File: config.mk
export PLATFORM = sky130hd
export DESIGN_NAME = mat4mul_job_queue
export DESIGN_NICKNAME = d
export VERILOG_FILES = /design/src/mat4mul_pkg.sv /design/src/mat4mul_job_queue.sv
export SDC_FILE = /design/constraint.sdc
export NUM_CORES = 1
export LEC_CHECK = 0
export BUFFER_PORTS_ARGS = -buffer_cell sky130_fd_sc_hd__buf_2
export CORE_AREA = 4 4 41 43
export DETAILED_ROUTE_END_ITERATION = 10
export DIE_AREA = 0 0 45 47
export GPL_ROUTABILITY_DRIVEN = 0
export HOLD_SLACK_MARGIN = 0.1
export PLACE_DENSITY_LB_ADDON = 0.08
export SLEW_MARGIN = 25
export SYNTH_ARGS = -nofsm -noshare
export SYNTH_HDL_FRONTEND = slang
export SYNTH_SLANG_ARGS = --single-unit
File: constraint.sdc
create_clock -name clk -period 2 [get_ports clk]
set_clock_uncertainty 0.1 [all_clocks]
set_input_delay 0 -clock clk [delete_from_list [all_inputs] [get_ports clk]]
set_output_delay 0 -clock clk [all_outputs]
set_load 0.01 [all_outputs]
File: src/mat4mul_pkg.sv
// mat4mul_pkg: shared constants, widths and inter-module structs for the
// fixed-point matrix multiplier. No dependencies.
`default_nettype none

package mat4mul_pkg;

  // Matrix geometry and number format
  localparam int DIM       = 4;
  localparam int FRAC_BITS = 16;
  localparam int ELEM_W    = 32;

  // Row/column index and per-lane store addressing (two banks of DIM rows)
  localparam int IDX_W     = $clog2(DIM);
  localparam int BANK_AW   = IDX_W + 1;
  localparam int MEM_DEPTH = 1 << BANK_AW;
  localparam logic [IDX_W-1:0] IDX_LAST = IDX_W'(DIM - 1);

  // Arithmetic widths: exact products, exact sum plus room for rounding
  localparam int PROD_W = 2 * ELEM_W;
  localparam int ACC_W  = PROD_W + $clog2(DIM) + 1;
  localparam logic [ACC_W-1:0] ROUND_ADD = (ACC_W'(1) << FRAC_BITS) >> 1;

  // Job queue between front and back
  localparam int QUEUE_DEPTH = 2;
  localparam int QPTR_W      = $clog2(QUEUE_DEPTH);
  localparam int QCNT_W      = $clog2(QUEUE_DEPTH + 1);

  // Element write from the front into the back's stores
  typedef struct packed {
    logic                     en;
    logic                     bank;
    logic [IDX_W-1:0]         row;
    logic [IDX_W-1:0]         col;
    logic signed [ELEM_W-1:0] left;
    logic signed [ELEM_W-1:0] right;
  } mm_wr_t;

  // Bank event: a loaded bank queued, or a bank handed back after its reads
  typedef struct packed {
    logic valid;
    logic bank;
  } bank_msg_t;

endpackage

`default_nettype wire

File: src/mat4mul_job_queue.sv
// mat4mul_job_queue: short FIFO of loaded bank numbers between the front and
// the compute back end. Uses mat4mul_pkg.
`default_nettype none

module mat4mul_job_queue (
  input  wire logic                    clk,
  input  wire logic                    rst_n,
  input  wire mat4mul_pkg::bank_msg_t  push,
  input  wire logic                    pop,
  output logic                         head_valid,
  output logic                         head_bank
);
  import mat4mul_pkg::*;

  logic              entry_r [QUEUE_DEPTH];
  logic [QPTR_W-1:0] wptr_r, wptr_nxt;
  logic [QPTR_W-1:0] rptr_r, rptr_nxt;
  logic [QCNT_W-1:0] count_r, count_nxt;
  logic              do_pop;

  assign head_valid = (count_r != '0);
  assign head_bank  = entry_r[rptr_r];
  assign do_pop     = pop & head_valid;

  // Advance pointers and count
  always_comb begin
    wptr_nxt  = wptr_r;
    rptr_nxt  = rptr_r;
    count_nxt = count_r;
    if (push.valid) begin
      wptr_nxt = (wptr_r == QPTR_W'(QUEUE_DEPTH - 1)) ? '0 : wptr_r + 1'b1;
    end
    if (do_pop) begin
      rptr_nxt = (rptr_r == QPTR_W'(QUEUE_DEPTH - 1)) ? '0 : rptr_r + 1'b1;
    end
    if (push.valid && !do_pop) begin
      count_nxt = count_r + 1'b1;
    end else if (!push.valid && do_pop) begin
      count_nxt = count_r - 1'b1;
    end
  end

  always_ff @(posedge clk) begin
    if (!rst_n) begin
      wptr_r  <= '0;
      rptr_r  <= '0;
      count_r <= '0;
    end else begin
      wptr_r  <= wptr_nxt;
      rptr_r  <= rptr_nxt;
      count_r <= count_nxt;
    end
  end

  // Hold the entries
  always_ff @(posedge clk) begin
    if (push.valid) begin
      entry_r[wptr_r] <= push.bank;
    end
  end

endmodule

`default_nettype wire

== Word level (Yosys, flattened, before mapping) ==
Memories as Yosys holds them, arrays and structs flattened. A register that Yosys moved wholly into a read port is not among the register bits.
Index checks and enable logic that the tools add are counted.

* Bits in registers: 4
* Bits in writable memories: 2
* Word-level logic and storage cells: 23
* Memories: 1

{| class="wikitable"
|+ Memory list
! name !! words !! width !! rd ports !! clocked after Yosys merged registers in !! write ports !! RTL line !! RTL
|-
| entry_r || 2 || 1 || 1 || 1 || 1 || mat4mul_job_queue.sv:15 || <nowiki>logic entry_r [QUEUE_DEPTH];</nowiki>
|}

* $add $sub $neg: 4
* Mux-type cells: 8
* Bitwise gates (word level): 1
* Reductions and logical operators: 6

{| class="wikitable"
|+ Operator list
! kind !! number
|-
| 1-bit two-way mux || 6
|-
| 2-bit two-way mux || 2
|-
| 2-bit nonzero test || 2
|-
| 1-bit adder, second input constant || 2
|-
| 2-bit by 1-bit adder with 2-bit output, second input constant || 1
|-
| 1-bit logical AND || 2
|-
| 1-bit zero test || 2
|-
| 2-bit by 1-bit subtractor with 2-bit output, second input constant || 1
|-
| 1-bit bitwise AND || 1
|}

== Longest topological paths before layout ==
Gate-level depths: netlist of the first run.

* Word-level depth: 5
* Depth in mapped cells: 5

== Worst setup path before layout of the first run ==
No wires, ideal clock.

* Kind: reg2reg
* Start point: register count_r[0]
* End point: register count_r[1]
* Setup time: 70 ps
* Arrival time: 1,243 ps
* Required time: 1,830 ps
* Setup slack: 587 ps
* Stages on the path, launching flop included: 5
* Path buffers: 0
* Period minus slack after synthesis: 1,413 ps
* Path through: dfxtp_1 -> o21ai_1 -> ha_1 -> or3_1 -> a21boi_1

* Word-level cells in the longest chain between the ends: 5

{| class="wikitable"
|+ RTL lines
! what !! RTL line !! RTL
|-
| start: declaration || mat4mul_job_queue.sv:18 || <nowiki>logic [QCNT_W-1:0] count_r, count_nxt;</nowiki>
|-
| start signal: assignment || mat4mul_job_queue.sv:51 || <nowiki>count_r <= count_nxt;</nowiki>
|-
| parallel branches: the longest is 5 deep, another holds 2-bit by 1-bit subtractor with 2-bit output || n/a ||
|}

Parallel ways; which one is timed is not known. The select of a mux whose other input is x is not followed.
A chain may end at the register's enable or synchronous reset.

== Worst setup path in the final report of the first run ==
Ends and elaborated chain as after synthesis.

==> results of run 1 <==
==> how the worst max path moves through the flow <==
stage | slack [ns] | depth (start not counted) | endpoint
2_1_floorplan | 0.59 | 4 | count_r[1]
3_3_place_gp | 0.53 | 4 | count_r[1]
3_5_place_dp | 0.49 | 4 | count_r[1]
4_1_cts | 0.47 | 4 | count_r[1]
5_1_grt | 0.38 | 4 | count_r[1]
6_report | 0.49 | 4 | count_r[1]
==> power breakdown <==
group | internal [uW] | switching, uW
clock network | 76.1 | 51.9
logic | 101 | 69.9
registers | 188 | 28.1
total | 365 | 150
==> placed cells by master (no fill, tap or decap) <==
master / instances
o21ai_1: 1
mux2_2: 1
nor2b_1: 2
clkbuf_4: 3
and2_1: 4
ha_1: 1
dlygate4sd3_1: 4
edfxtp_1: 2
xnor2_1: 2
o21ai_0: 1
buf_2: 6
dfxtp_1: 5
clkbuf_1: 1
or2_2: 1
or3_1: 1
a21boi_1: 1
o21a_1: 1
xor2_1: 1
==> kinds of logic after synthesis <==
family / synth area share
and+or+nand+nor: 0.1754
adders and majority gates: 0.04385
AOI/OAI and AO/OA: 0.08771
xor gates and xnor gates: 0.09212
DFF: 0.5614
muxes: 0.03947
==> per-layer routing <==
metal | vias to the layer above | global-route usage
li1 | 109 | -
met2 | 7 | 0.07345
met1 | 87 | 0.06467
met4 | 0 | 0.08772
met3 | 5 | 0.02299
met5 | - | 0
==> cell type report <==
cell class	instances	area (sq um)	area share
clock buffers	4	26.28	0.06563
multi-input cells	17	125.1	0.3125
flip-flops and latches	7	160.2	0.4000
well taps	15	18.77	0.04688
repair buffers	10	70.07	0.1750
==> stage by stage <==
stage | hold WS [ns] | cell area (sq um) | std cells | power (uW) | utilization
6_report | 0.1087 | 400.4 | 53 | 514.9 | 0.3077
4_1_cts | 0.1114 | 400.4 | 53 | 525.4 | 0.3077
5_1_grt | 0.1524 | 400.4 | 53 | 557.3 | 0.3077
2_1_floorplan | -0.001131 | 285.3 | 24 | 340.2 | -
3_5_place_dp | 0.09203 | 334.1 | 45 | 387.0 | 0.2567
3_3_place_gp | 0.09040 | 334.1 | 45 | 377.2 | 0.2567
==> critical path: stages (launching register included) <==
cell and delay (ns):
dfxtp_1 0.34, o21ai_1 0.21, ha_1 0.30, or3_1 0.35, a21boi_1 0.14
==> impl_metrics.toml, run 1 <==
[clock_tree]
holdBufCountCts = 4
cts_resized = 0
clkLatencyLatePin_ns = 0.25
cts_setup_buffers = 0
cts.clk_slew.worst_paths_ns = 0.05
cts_tree = "done"
cts.sinks = 7
numCtsBuffers = 3
ctsRootBufferMaster = "clkbuf_4"
htree_levels = 1
clk_path_buf_depth = 2

[layout]
final_layout_size_suffix_gt1_frac = 0.2895
antenna_cells = 0
fillCellCount = 151
nNetsFinal = 45
area_growth_pct = 40.35

[detailed_routing]
met2RoutedLength_um = 194
met3RoutedLength_um = 32
drt_wl_total_um = 465
drtPass1Iterations = 2
wire_per_inst_um = 8.774
m1WireLength_um = 210
drc = 0
viasPerCell = 3.925
dr.first_iter.drc_count = 1
ant_nets = 0
top_layer_used = "met4"
via_count = 208

[die]
core_sq_mm = 0.001301
placementRows = 13
ios = 7
start_util = 0.2192
die_x_um = 45
fp.dieH_um = 47
dieArea_sq_mm = 0.002115

[min_path]
worstHoldPathType = "primary input to flop"
holdCritStartpoint = "pop"
whs_path_depth = 4
whs_endpoint = "rptr_r"

[sta]
fin_crit_ns = 1.508
maxSlewHeadroom = 0.8605
final_max_slew_viol_count = 0
fmax_mhz = 663.2
rsz0062_at_grt = "false"
worst_pin_slew_ns = 0.2079
setup_slack_ns = 0.4922
hold_viol_final = 0
tns_ns = 0
setup_viol = 0
fin_crit_sh = 0.7539

[setup_path]
end_kind = "flop"
rr_worst_depth = 4
worst-setup-path-type = "flop to flop"
r2r_setup_slack_ns = 0.49
crit_fanout = 4
crit_start = "count_r[0]"
arrival_ns = 1.59
cp-start-kind = "flop"
cp.required_ns = 2.08
r2r_start = "count_r[0]"
r2r_end = "count_r[1]"

[logic_synthesis]
postSynthAreaPerCell_sq_um = 11.89
synth-main-ff-cell = "dfxtp_1"
yosysTopAreaCell = "dfxtp_1"
synthCells = 24
ys_top_cells_by_count = "5 x dfxtp_1, 4 x and2_1, 2 x edfxtp_1, 2 x nor2b_1, 2 x xnor2_1"
yosys_warnings = 0
synth_edf_count = 2
synth_seq_cells = 7
syn-cell-area_sq_um = 285.3
synth-async-reset-ratio = 0
ys_seq_area_frac = 0.5614
synth_top_area_frac = 0.3509
syn_nets = 30
netlist_top_cells_area = "dfxtp_1 35%, edfxtp_1 21%, and2_1 8.8%"
synth_cell_types = 14
synth.most_common_cell = "dfxtp_1"

[global_routing]
grt_pass1_wl_um = 807
track_usage = 0.05957
antenna_found_initial = 0
grt_pass1_vias = 219
grt_max_degree = 6
grt_overflow = 0

[power]
cellPowerDensity_mw_per_mm2 = 1286
ir_worst_vdd_mv = 0.3016
total_leakage_power_uw = 0.0001667

[run_status]
status = "finished clean"

[placement]
post-place-ws_ns = 0.4859
dp_hpwl_um = 358.7
port_buffers = 6

[job]
max-cap-violations = 0
(Power assumes the default switching activity.)
==> run 2, diff against run 1 <==
clock period = 1.3 ns   (was 2 ns; I/O delays follow)
==> run 2 against run 1 <==
  * Highest routed layer unchanged
  * Sequential power rose by 57%
  * Largest power group is now combinational logic
  * Worst setup slack got worse by 0.56 ns
  * Core utilization rose by 4.3 points
  * Combinational power rose by 120%
  * Cell count rose by 7.5%
  * Register-to-register slack got worse by 0.54 ns
  * Routed wire length rose by 14%
  * Cell area rose by 14%
  * Non-clock buffer count rose by 4
  * Critical path depth rose by 2
  * Clock-buffer cell count did not move
  * First-iteration DRC count fell by 100%
  * The flow now finishes with violations (negative setup slack)
==> impl_metrics.toml, run 2 (synthesis gave the netlist of run 1 again) <==
[power]
total_leakage_power_uw = 0.0001879
cellPowerDensity_mw_per_mm2 = 2020
power_frac_comb = 0.416
p_sw_uw = 269.6
p_int_uw = 652.8
swShare = 0.2923
pwr-share-seq = 0.369
p_total_uw = 922.4
ir_worst_vdd_mv = 0.8847
clkPwrFrac = 0.215

[sta]
worst_pin_slew_ns = 0.1648
setup_slack_ns = -0.06285
fin_crit_ns = 1.363
maxSlewHeadroom = 0.8899
hold_viol_final = 0
rsz0062_at_grt = "true"
whs_ns = 0.1411
fmax_mhz = 733.8
setup_viol = 1
fin_crit_sh = 1.048
final_max_slew_viol_count = 0

[layout]
final_cell_mix = "6 x buf_2, 4 x and2_1, 4 x dlygate4sd3_1, 4 x buf_4"
antenna_cells = 0
area_growth_pct = 60.09
final_cell_area_sq_um = 456.7
final_common_cell = "buf_2"
nNetsFinal = 49
final_layout_size_suffix_gt1_frac = 0.4524

[min_path]
worstHoldPathType = "primary input to flop"

[detailed_routing]
viasPerCell = 3.982
drc = 0
wire_per_inst_um = 9.298
ant_nets = 0
drt_wl_total_um = 530
dr.first_iter.drc_count = 0
drtPass1Iterations = 1
via_count = 227

[setup_path]
cp.required_ns = 1.38
cp_cell_sequence = "buf_2 -> dlygate4sd3_1 -> ha_4 -> xor2_1 -> or3_1 -> a21boi_1"
cpPeakStageDelay_ns = 0.60
cp-start-kind = "primary input"
critical-path-slowest-cell = "dlygate4sd3_1"
arrival_ns = 1.44
worst-setup-path-type = "primary input to flop"
crit_fanout = 2
end_kind = "flop"

[die]
fp.dieH_um = 47
core_sq_mm = 0.001301
dieArea_sq_mm = 0.002115
start_util = 0.2192
die_x_um = 45
placementRows = 13
ios = 7

[global_routing]
antenna_found_initial = 0
grt_overflow = 0
grt_max_degree = 6
track_usage = 0.06735
grt_pass1_wl_um = 876
grt_pass1_vias = 220

[job]
max-cap-violations = 0

[clock_tree]
cts.clk_slew.worst_paths_ns = 0.05
clk_path_buf_depth = 2
cts.sinks = 7
htree_levels = 1
clkLatencyLatePin_ns = 0.25
ctsRootBufferMaster = "clkbuf_4"
numCtsBuffers = 3
cts_tree = "done"

[run_status]
violations = "negative setup slack"
status = "complete, but fails checks"

[placement]
dpl_cell_area_sq_um = 361.6
port_buffers = 6
==> run 2: stage by stage <==
step / TNS, ns / utilization / std cells / worst slack (ns)
finish: -0.06285 / 0.3510 / 57 / -0.06285
global placement: -0.05814 / 0.2779 / 48 / -0.05814
floorplan: -0.06286 / - / 24 / -0.06286
CTS: -0.05793 / 0.3356 / 55 / -0.05793
detailed placement: -0.09320 / 0.2779 / 48 / -0.09320
global route: -0.1333 / 0.3510 / 57 / -0.1025
==> run 2: cell type report <==
type                       instances  area (sq um)
clock buffer                       4         26.28
fill                             141         844.6
multi-input combinational         17         148.9
sequential                         7         162.7
tap                               15         18.77
timing repair buffer              14         100.1
==> run 2: final timing paths <==
path | to | from | depth (start not counted) | slack [ns]
worst max-delay path | count_r[1] | push[1] | 6 | -0.06
worst max register to register | count_r[1] | count_r[1] | 4 | -0.05
worst min-delay path | count_r[1] | pop | 5 | 0.14
worst min register to register | entry_r[0] | wptr_r | 1 | 0.46
==> run 2: worst max-delay path: cells and delay by family <==
family                   cells  cell delay, ns
XOR/XNOR                     1            0.14
buffers and inverters        2            0.70
adder cells (fa/ha/maj)      1            0.18
AND/OR/NAND/NOR              1            0.31
AO/OA/AOI/OAI                1            0.12
==> run 2: what timing repair did <==
action,CTS,global route
pin swaps,3,0
endpoints found under the hold margin,9,2
gates resized for setup,3,0
hold buffers,2,2
setup endpoints to repair,1,2
setup buffers,1,0
==> run 2: routing by layer <==
layer  track usage  wire length (um)  up-vias
met5             0                 0        -
met4       0.07018                 9        0
met3       0.04598                40        2
met2       0.09605               260        6
met1       0.06193               219      102
li1              -                 -      117
==> run 2: power by group through the flow <==
stage | Clock (uW) | Sequential (uW) | Combinational, uW
2_1_floorplan | 0 | 337 | 200
3_3_place_gp | 0 | 329 | 328
3_5_place_dp | 0 | 332 | 337
4_1_cts | 212 | 341 | 383
5_1_grt | 228 | 346 | 426
6_report | 198 | 340 | 384
