## src/mat4mul_pkg.sv

```systemverilog
// mat4mul_pkg: shared constants, widths and inter-module structs for the
// fixed-point matrix multiplier. No dependencies.
`default_nettype none

package mat4mul_pkg;

  // Matrix geometry and number format
  localparam int DIM       = 4;
  localparam int FRAC_BITS = 16;
  localparam int ELEM_W    = 32;

  // Row/column index and per-lane store addressing (two banks of DIM rows)
  localparam int IDX_W     = $clog2(DIM);
  localparam int BANK_AW   = IDX_W + 1;
  localparam int MEM_DEPTH = 1 << BANK_AW;
  localparam logic [IDX_W-1:0] IDX_LAST = IDX_W'(DIM - 1);

  // Arithmetic widths: exact products, exact sum plus room for rounding
  localparam int PROD_W = 2 * ELEM_W;
  localparam int ACC_W  = PROD_W + $clog2(DIM) + 1;
  localparam logic [ACC_W-1:0] ROUND_ADD = (ACC_W'(1) << FRAC_BITS) >> 1;

  // Job queue between front and back
  localparam int QUEUE_DEPTH = 2;
  localparam int QPTR_W      = $clog2(QUEUE_DEPTH);
  localparam int QCNT_W      = $clog2(QUEUE_DEPTH + 1);

  // Element write from the front into the back's stores
  typedef struct packed {
    logic                     en;
    logic                     bank;
    logic [IDX_W-1:0]         row;
    logic [IDX_W-1:0]         col;
    logic signed [ELEM_W-1:0] left;
    logic signed [ELEM_W-1:0] right;
  } mm_wr_t;

  // Bank event: a loaded bank queued, or a bank handed back after its reads
  typedef struct packed {
    logic valid;
    logic bank;
  } bank_msg_t;

endpackage

`default_nettype wire

```

## src/mat4mul_front.sv

```systemverilog
// mat4mul_front: accepts input words, tracks row/column position and bank
// occupancy, and queues a job when a matrix pair is complete. Uses mat4mul_pkg.
`default_nettype none

module mat4mul_front (
  input  wire logic                                   clk,
  input  wire logic                                   rst_n,
  input  wire logic                                   start,
  output logic                                        busy,
  input  wire logic signed [mat4mul_pkg::ELEM_W-1:0]  in_left_element,
  input  wire logic signed [mat4mul_pkg::ELEM_W-1:0]  in_right_element,
  output mat4mul_pkg::mm_wr_t                         wr,
  output mat4mul_pkg::bank_msg_t                      push,
  input  wire mat4mul_pkg::bank_msg_t                 rel
);
  import mat4mul_pkg::*;

  logic [IDX_W-1:0] row_r, row_nxt;
  logic [IDX_W-1:0] col_r, col_nxt;
  logic             bank_r, bank_nxt;
  logic [1:0]       bank_full_r, bank_full_nxt;
  logic             accept;
  logic             last_word;

  // Stall while the bank being loaded still holds an unfinished job
  assign busy      = bank_full_r[bank_r];
  assign accept    = start & ~busy;
  assign last_word = accept && (row_r == IDX_LAST) && (col_r == IDX_LAST);

  // Forward the word to the stores at its row/column in the current bank
  always_comb begin
    wr.en    = accept;
    wr.bank  = bank_r;
    wr.row   = row_r;
    wr.col   = col_r;
    wr.left  = in_left_element;
    wr.right = in_right_element;
  end

  // Queue the bank once its last word is in
  always_comb begin
    push.valid = last_word;
    push.bank  = bank_r;
  end

  // Advance position, flip bank at end of a matrix pair, track occupancy
  always_comb begin
    row_nxt       = row_r;
    col_nxt       = col_r;
    bank_nxt      = bank_r;
    bank_full_nxt = bank_full_r;
    if (rel.valid) begin
      bank_full_nxt[rel.bank] = 1'b0;
    end
    if (accept) begin
      if (col_r == IDX_LAST) begin
        col_nxt = '0;
        if (row_r == IDX_LAST) begin
          row_nxt                = '0;
          bank_nxt               = ~bank_r;
          bank_full_nxt[bank_r]  = 1'b1;
        end else begin
          row_nxt = row_r + 1'b1;
        end
      end else begin
        col_nxt = col_r + 1'b1;
      end
    end
  end

  always_ff @(posedge clk) begin
    if (!rst_n) begin
      row_r       <= '0;
      col_r       <= '0;
      bank_r      <= 1'b0;
      bank_full_r <= '0;
    end else begin
      row_r       <= row_nxt;
      col_r       <= col_nxt;
      bank_r      <= bank_nxt;
      bank_full_r <= bank_full_nxt;
    end
  end

endmodule

`default_nettype wire

```

## config.mk

```make
export PLATFORM = sky130hd
export DESIGN_NAME = mat4mul_front
export DESIGN_NICKNAME = d
export VERILOG_FILES = /design/src/mat4mul_pkg.sv /design/src/mat4mul_front.sv
export SDC_FILE = /design/constraint.sdc
export NUM_CORES = 1
export LEC_CHECK = 0
export BUFFER_PORTS_ARGS = -buffer_cell sky130_fd_sc_hd__buf_2
export CORE_MARGIN = 1.5
export CORE_UTILIZATION = 30
export CTS_CLUSTER_DIAMETER = 200
export DETAILED_ROUTE_END_ITERATION = 12
export GPL_TIMING_DRIVEN = 0
export MAX_ROUTING_LAYER = met4
export PLACE_DENSITY = 0.95
export SLEW_MARGIN = 20
export SYNTH_ARGS = -nofsm -noshare
export SYNTH_HDL_FRONTEND = slang
export SYNTH_SLANG_ARGS = --single-unit
```

## constraint.sdc

```tcl
create_clock -name clk -period 1.8 [get_ports clk]
set_input_delay 0.09 -clock clk [delete_from_list [all_inputs] [get_ports clk]]
set_output_delay 0.09 -clock clk [all_outputs]
set_load 0.01 [all_outputs]
```

# Word-level counts from Yosys, hierarchy flattened
# Cells that the tools add are included.
# op_classes
n_eq_ne,2
n_mux,12
order_cmp,4
addsub,2
reduce_logical,6
bitwise,6
# op_table
operator,n
$mux 2,6
$add 2x1->2 const B,2
$eq 2x2->1 const B,2
$logic_and 1x1->1,4
$lt 1x2->1 const B,2
$mux 1,4
$reduce_and 3->1,1
$and 2x2->2,1
$demux 1 s1,2
$ge 1x1->1 const B,2
$not 1->1,2
$not 2->2,1
$or 2x2->2,1
$reduce_and 2->1,1
$and 1x1->1,1
# totals
output_inout_bits,73
input_bits,69
ff_bits,7
word_cells,36

# Depth between registers and ports, before layout
# Gate-level depths: netlist of run 1.
# depth
depth_word,11
mapped_depth,4
mapped_depth_nobuf,4

# Least setup slack after synthesis of run 1
# OpenSTA, ideal clock, no wires.
# synth_timing
path_type,reg-to-output
startpoint,register bank_r
endpoint,output port push[1] (netlist name)
path_buffers,1
arrival_ns,1.093
setup_slack_ns,0.617
path_stages_with_launch,5
t_required_ns,1.710
cell_sequence,dfxtp_1 -> mux2i_2 -> nand4_2 -> inv_1 -> buf_4
# synth_between
elab_chain_len,6
# synth_lines
item,line_no,source
start: declaration,mat4mul_front.sv:20,"logic bank_r, bank_nxt;"
start signal: assignment,mat4mul_front.sv:80,bank_r <= bank_nxt;
$mux 1 (implied by the code) (2 in series),mat4mul_front.sv:26,assign busy = bank_full_r[bank_r];
$not 1->1,mat4mul_front.sv:27,assign accept = start & ~busy;
$and 1x1->1,mat4mul_front.sv:27,
$logic_and 1x1->1 (2 in series),mat4mul_front.sv:28,assign last_word = accept && (row_r == IDX_LAST) && (col_r == IDX_LAST);
end: declaration,mat4mul_front.sv:13,"output mat4mul_pkg::bank_msg_t push,"
# No other way between the ends. The select of a mux whose other input is x is not followed.

# Worst setup path in the final report of run 1
# Same ends and word-level chain as after synthesis.

==> impl_metrics.yaml, run 1 <==
yosys:
  synth_area_leader_cell: "buf_4"
  syn-num-nets: 178
  ys_types: 19
  synth.cell_area_um2: 853.3
  ys_top_cells_by_area: "buf_4 (60%), dfxtp_1 (16%), ha_1 (2.9%)"
  synth_top_cell_area_share_pct: 59.82
  synth.avg_cell_area_um2: 7.975
  synth_edf_count: 0
  syn-instance-count: 107
  netlist_top_cells_count: "buf_4 (68), dfxtp_1 (7), nand2_1 (6)"
  synth_most_common_cell: "buf_4"
  ys.flop_type: "dfxtp_1"
  yosysSeqAreaShare_pct: 16.42
  synth_seq_cells: 7
  async_reset_ff_share_pct: 0
  yosysWarnings: 0
timing:
  hold_viol: 0
  fin_skew_ns: 0.0009568
  rsz0062_at_grt: "false"
  setup_viol: 0
  worst_pin_slew_ns: 0.4296
  slew_viol_final: 0
  layout_min_cycle_time_ns: 1.646
  fin_setup_tns_ns: 0
  fmax_ghz: 0.6077
  relSlewSlack_pct: 71.36
  finalCritPeriodShare_pct: 91.42
  hold_ws_ns: 0.1071
worst_setup_path:
  cp-end-kind: "output pin"
  required_ns: 1.71
  critPathLaunchType: "flop"
  r2r_start: "bank_r"
  path_class: "reg2out"
  reg2reg_to: "bank_full_r[1]"
  cp.arrival_ns: 1.56
  crit_fanout: 7
  ff2ff_path_depth: 3
  reg2reg_slack_ns: 0.51
min_path:
  min_to: "bank_full_r[0]"
  worstHoldStart: "rel[0]"
  hold_depth: 3
  worstHoldPathType: "in2reg"
die:
  core-area_mm2: 0.002734
  dieWidth_um: 56.33
  rows: 19
  pin_count: 142
  die_area_mm2: 0.003173
  die_height_um: 56.33
  start_util_pct: 31.21
clock_network:
  cts.clk_slew.worst_paths_ns: 0.05
  htree_levels: 1
  cts_tree: "yes"
  clockBufferDepth: 2
  cts_made_buffers: 3
  clock_sinks: 7
  hold_buffers: 0
  worstSkewPairLatency_ns: 0.25
  clock-root-buffer: "clkbuf_4"
final_layout:
  fill_cells: 296
  nets: 260
  seq_area_um2: 140.1
  multi_input_area_um2: 196.4
  final_util_pct: 48.01
  antenna-diode-count: 0
  instances_no_fill: 219
  area_delta_synth_final_pct: 53.81
  drive_above_1_share_pct: 80.32
drt:
  met3_wirelength_um: 333
  drt-initial-drc-count: 5
  met2_length_um: 1035
  drt-total-wl_um: 1959
  met1_length_um: 566
  highest_layer: "met4"
  first_pass_iters: 4
  antenna_left: 0
  drc: 0
  routedWlPerCell_um: 8.945
  avgViaCountPerCell: 4.096
  routed-via-count: 897
place:
  placed_cells: 215
  post-dp-hpwl_um: 1723
  io_buffer_count: 77
  gp_congestion: 0.7017
global_routing:
  antenna_found_initial: 0
  overflow: 0
  grt.total_usage_pct: 10.80
  grt_max_degree: 11
  grt_pass1_wl_um: 2484
  first_global_vias: 630
run:
  cap_violations: 0
power:
  power.total_mw: 0.5491
  p_per_area_mw_per_mm2: 418.4
  p_leak_nw: 0.8328
  ir_drop_uv: 324.4
outcome:
  outcome: "complete, no violations"
critical path: stages (launching register included):
cell     delay [ns]
dfxtp_1        0.45
mux2i_4        0.37
nand4_2        0.19
inv_1          0.08
buf_4          0.09
buf_2          0.12
layout make-up:
class	instances	area share [%]
well taps	31	2.955
clock buffers	4	2.002
flip-flops and latches	7	10.68
plain buffers	69	39.18
multi-input cells	28	14.97
inverters	3	0.8580
repair buffers	77	29.36
routing by layer:
metal  vias to the layer above  GRT usage, %
met5                         -             -
li1                        437             -
met4                         0         6.122
met2                        79         20.50
met3                         2         5.991
met1                       379         7.528
placed cells by master (no fill, tap or decap), drive strengths merged:
cell type,instances
a41o,2
o21ai,4
a21oi,2
buf,145
nand3,1
and2,2
dfxtp,7
ha,2
mux2i,2
inv,3
clkbuf,5
nor2,2
nand2b,1
nand4,3
o211ai,1
nand2,6
power breakdown:
group,switching (mW),internal [mW],total [mW]
combinational,0.0937,0.150,0.243
sequential,0.00367,0.159,0.163
clock,0.0581,0.0846,0.143
total,0.155,0.394,0.549
cells by family (layout without fill, tap and decap cells):
family	Yosys count	after routing	share of synthesized area, %
simple gates	15	15	9.531
flops	7	7	16.42
mux	2	2	2.786
buf+inv	72	153	61.58
fa+ha+maj	2	2	2.932
compound gates	9	9	6.745
worst max path at each step:
stage	startpoint	to	cells past startpoint
after global routing	bank_r	push[1]	5
after floorplan	bank_r	push[1]	4
final	bank_r	push[1]	5
after CTS	bank_r	push[1]	5
after global placement	bank_r	push[1]	5
after detailed placement	bank_r	push[1]	5
what timing repair did:
action / in CTS / in global routing
buffers inserted: 0 / 0
endpoints found under the setup margin: 0 / 1
resized for setup: 0 / 1
flip-flops by register name (all words and copies together), names as in the netlist:
name / count
bank_full_r: 2
col_r: 2
row_r: 2
bank_r: 1
stage by stage:
stage	setup WS (ns)	cell area, um2
3_5_place_dp	0.3850	1277
2_1_floorplan	0.6165	853.3
5_1_grt	0.02832	1313
4_1_cts	0.1012	1304
6_report	0.1545	1313
3_3_place_gp	0.3824	1277
Power figures use the tool's default switching activity.
==> run 2: changes to the inputs <==
Settings changed: HOLD_SLACK_MARGIN set to 0.15.
==> impl_metrics.yaml, run 2 (synthesis results as in run 1) <==
final_layout:
  area_delta_synth_final_pct: 58.50
  largest_registers: "bank_full_r (2), col_r (2), row_r (2)"
  layout_common_cells: "buf_2 (77), buf_4 (68), dfxtp_1 (7), nand2_1 (6)"
  final_common_cell: "buf_2"
  antenna-diode-count: 0
  drive_above_1_share_pct: 78.65
  final_area_mm2: 0.001353
  fill_cells: 293
  nets: 264
die:
  rows: 19
  start_util_pct: 31.21
  die_height_um: 56.33
  core-area_mm2: 0.002734
  pin_count: 142
  die_area_mm2: 0.003173
  dieWidth_um: 56.33
clock_network:
  clockBufferDepth: 2
  clock_sinks: 7
  clock-root-buffer: "clkbuf_4"
  htree_levels: 1
  cts.clk_slew.worst_paths_ns: 0.05
  cts_made_buffers: 3
  worstSkewPairLatency_ns: 0.25
  cts_tree: "yes"
drt:
  drc: 0
  drt-initial-drc-count: 6
  avgViaCountPerCell: 4.108
  drt-total-wl_um: 2020
  first_pass_iters: 4
  routedWlPerCell_um: 9.058
  routed-via-count: 916
  antenna_left: 0
worst_setup_path:
  path_class: "in2reg"
  cp.arrival_ns: 1.89
  cp-end-kind: "flop"
  required_ns: 1.98
  ff2ff_path_depth: 3
  critPathLaunchType: "input pin"
  cp-endpoint: "bank_full_r[0]"
  crit_start: "rst_n"
  cp_slowest_cell: "dlygate4sd3_1"
  cp.depth: 6
  cpLargestDelayFamily: "buffers and inverters"
  r2r_start: "bank_r"
  reg2reg_to: "bank_full_r[1]"
  crit_fanout: 10
  critPathMaxStageDelay_ns: 0.59
  path_cells: "dlygate4sd3_1 -> buf_2 -> clkbuf_1 -> o211ai_1 -> dlygate4sd3_1 -> o21ai_0"
  reg2reg_slack_ns: 0.51
  path_buf_inv: 4
  cpMostUsedCell: "dlygate4sd3_1"
power:
  p_sw_mw: 0.1565
  p_per_area_mw_per_mm2: 410.0
  intPower_mw: 0.3979
  p_leak_nw: 0.8467
  seq_power_share_pct: 29.4
  pwr-share-comb_pct: 44.9
  swShare_pct: 28.23
  ir_drop_uv: 324.7
  power.total_mw: 0.5545
  p_clk_share_pct: 25.7
timing:
  slew_viol_final: 0
  finalCritPeriodShare_pct: 94.95
  hold_viol: 0
  rsz0062_at_grt: "false"
  setup_viol: 0
  fin_skew_ns: 0.0009368
  layout_min_cycle_time_ns: 1.709
  worst_pin_slew_ns: 0.4299
  fmax_ghz: 0.5851
  final.setup.worst_slack_ns: 0.09084
  fin_setup_tns_ns: 0
  relSlewSlack_pct: 71.34
place:
  placed_area_mm2: 0.001277
  io_buffer_count: 77
  post-dp-hpwl_um: 1723
  place_ws_ns: 0.3850
  gp_congestion: 0.7017
outcome:
  outcome: "complete, no violations"
global_routing:
  grt.total_usage_pct: 11.35
  grt_pass1_wl_um: 2622
  overflow: 0
  antenna_found_initial: 0
  first_global_vias: 661
  grt_max_degree: 11
min_path:
  worstHoldPathType: "in2reg"
run:
  cap_violations: 0
run 2: cell types whose count changed in the layout (fill, tap and decap cells not counted):
cell / delta
dlygate4sd3_1: +4
run 2: metrics by stage:
stage	util, %	hold slack (ns)	std cells
2_1_floorplan	-	0.2333	107
3_3_place_gp	46.73	0.3546	215
3_5_place_dp	46.73	0.3637	215
4_1_cts	49.15	0.1814	223
5_1_grt	49.47	0.2100	223
6_report	49.47	0.1994	223
run 2: worst register-to-register path, stage by stage, from the launching register on:
cell	delay, ns
dfxtp_1	0.45
mux2i_4	0.37
nand4_2	0.19
o21ai_0	0.20
run 2: power groups by stage:
| stage | Sequential, mW | Combinational, mW | Clock, mW |
|---|---|---|---|
| 5_1_grt | 0.163 | 0.267 | 0.163 |
| 3_5_place_dp | 0.166 | 0.246 | 0 |
| 4_1_cts | 0.163 | 0.251 | 0.152 |
| 6_report | 0.163 | 0.249 | 0.143 |
| 2_1_floorplan | 0.168 | 0.163 | 0 |
| 3_3_place_gp | 0.166 | 0.242 | 0 |
run 2: metal layers:
metal,share of wire [%],track usage [%],vias up,routed length (um)
li1,-,-,446,-
met1,29,7.813,389,588
met2,53,22.02,79,1080
met3,16,5.991,2,326
met4,1.2,6.122,0,24
met5,0,-,-,0
run 2: final cells by class:
cell class	instances	area [um2]	area share [%]
Multi-Input combinational cell	28	196.4	14.52
Tap cell	31	38.79	2.868
Sequential cell	7	140.1	10.36
Inverter	3	11.26	0.8326
Clock buffer	4	26.28	1.943
Timing Repair Buffer	81	425.4	31.45
Buffer	69	514.2	38.02
run 2: repair_timing:
item                                   4_1_cts  5_1_grt
setup buffers                                0        0
setup endpoints to repair                    0        1
hold buffers                                 4        0
endpoints found under the hold margin        4        0
gates resized for setup                      0        1
run 2: how the worst min path moves through the flow:
stage	from	to	slack (ns)	cells after the start
3_3_place_gp	rel[0]	bank_full_r[0]	0.35	3
3_5_place_dp	in_right_element[27]	wr[27]	0.36	2
6_report	rel[1]	bank_full_r[1]	0.20	4
4_1_cts	rel[1]	bank_full_r[1]	0.18	4
2_1_floorplan	start	col_r[0]	0.23	2
5_1_grt	rel[1]	bank_full_r[1]	0.21	4
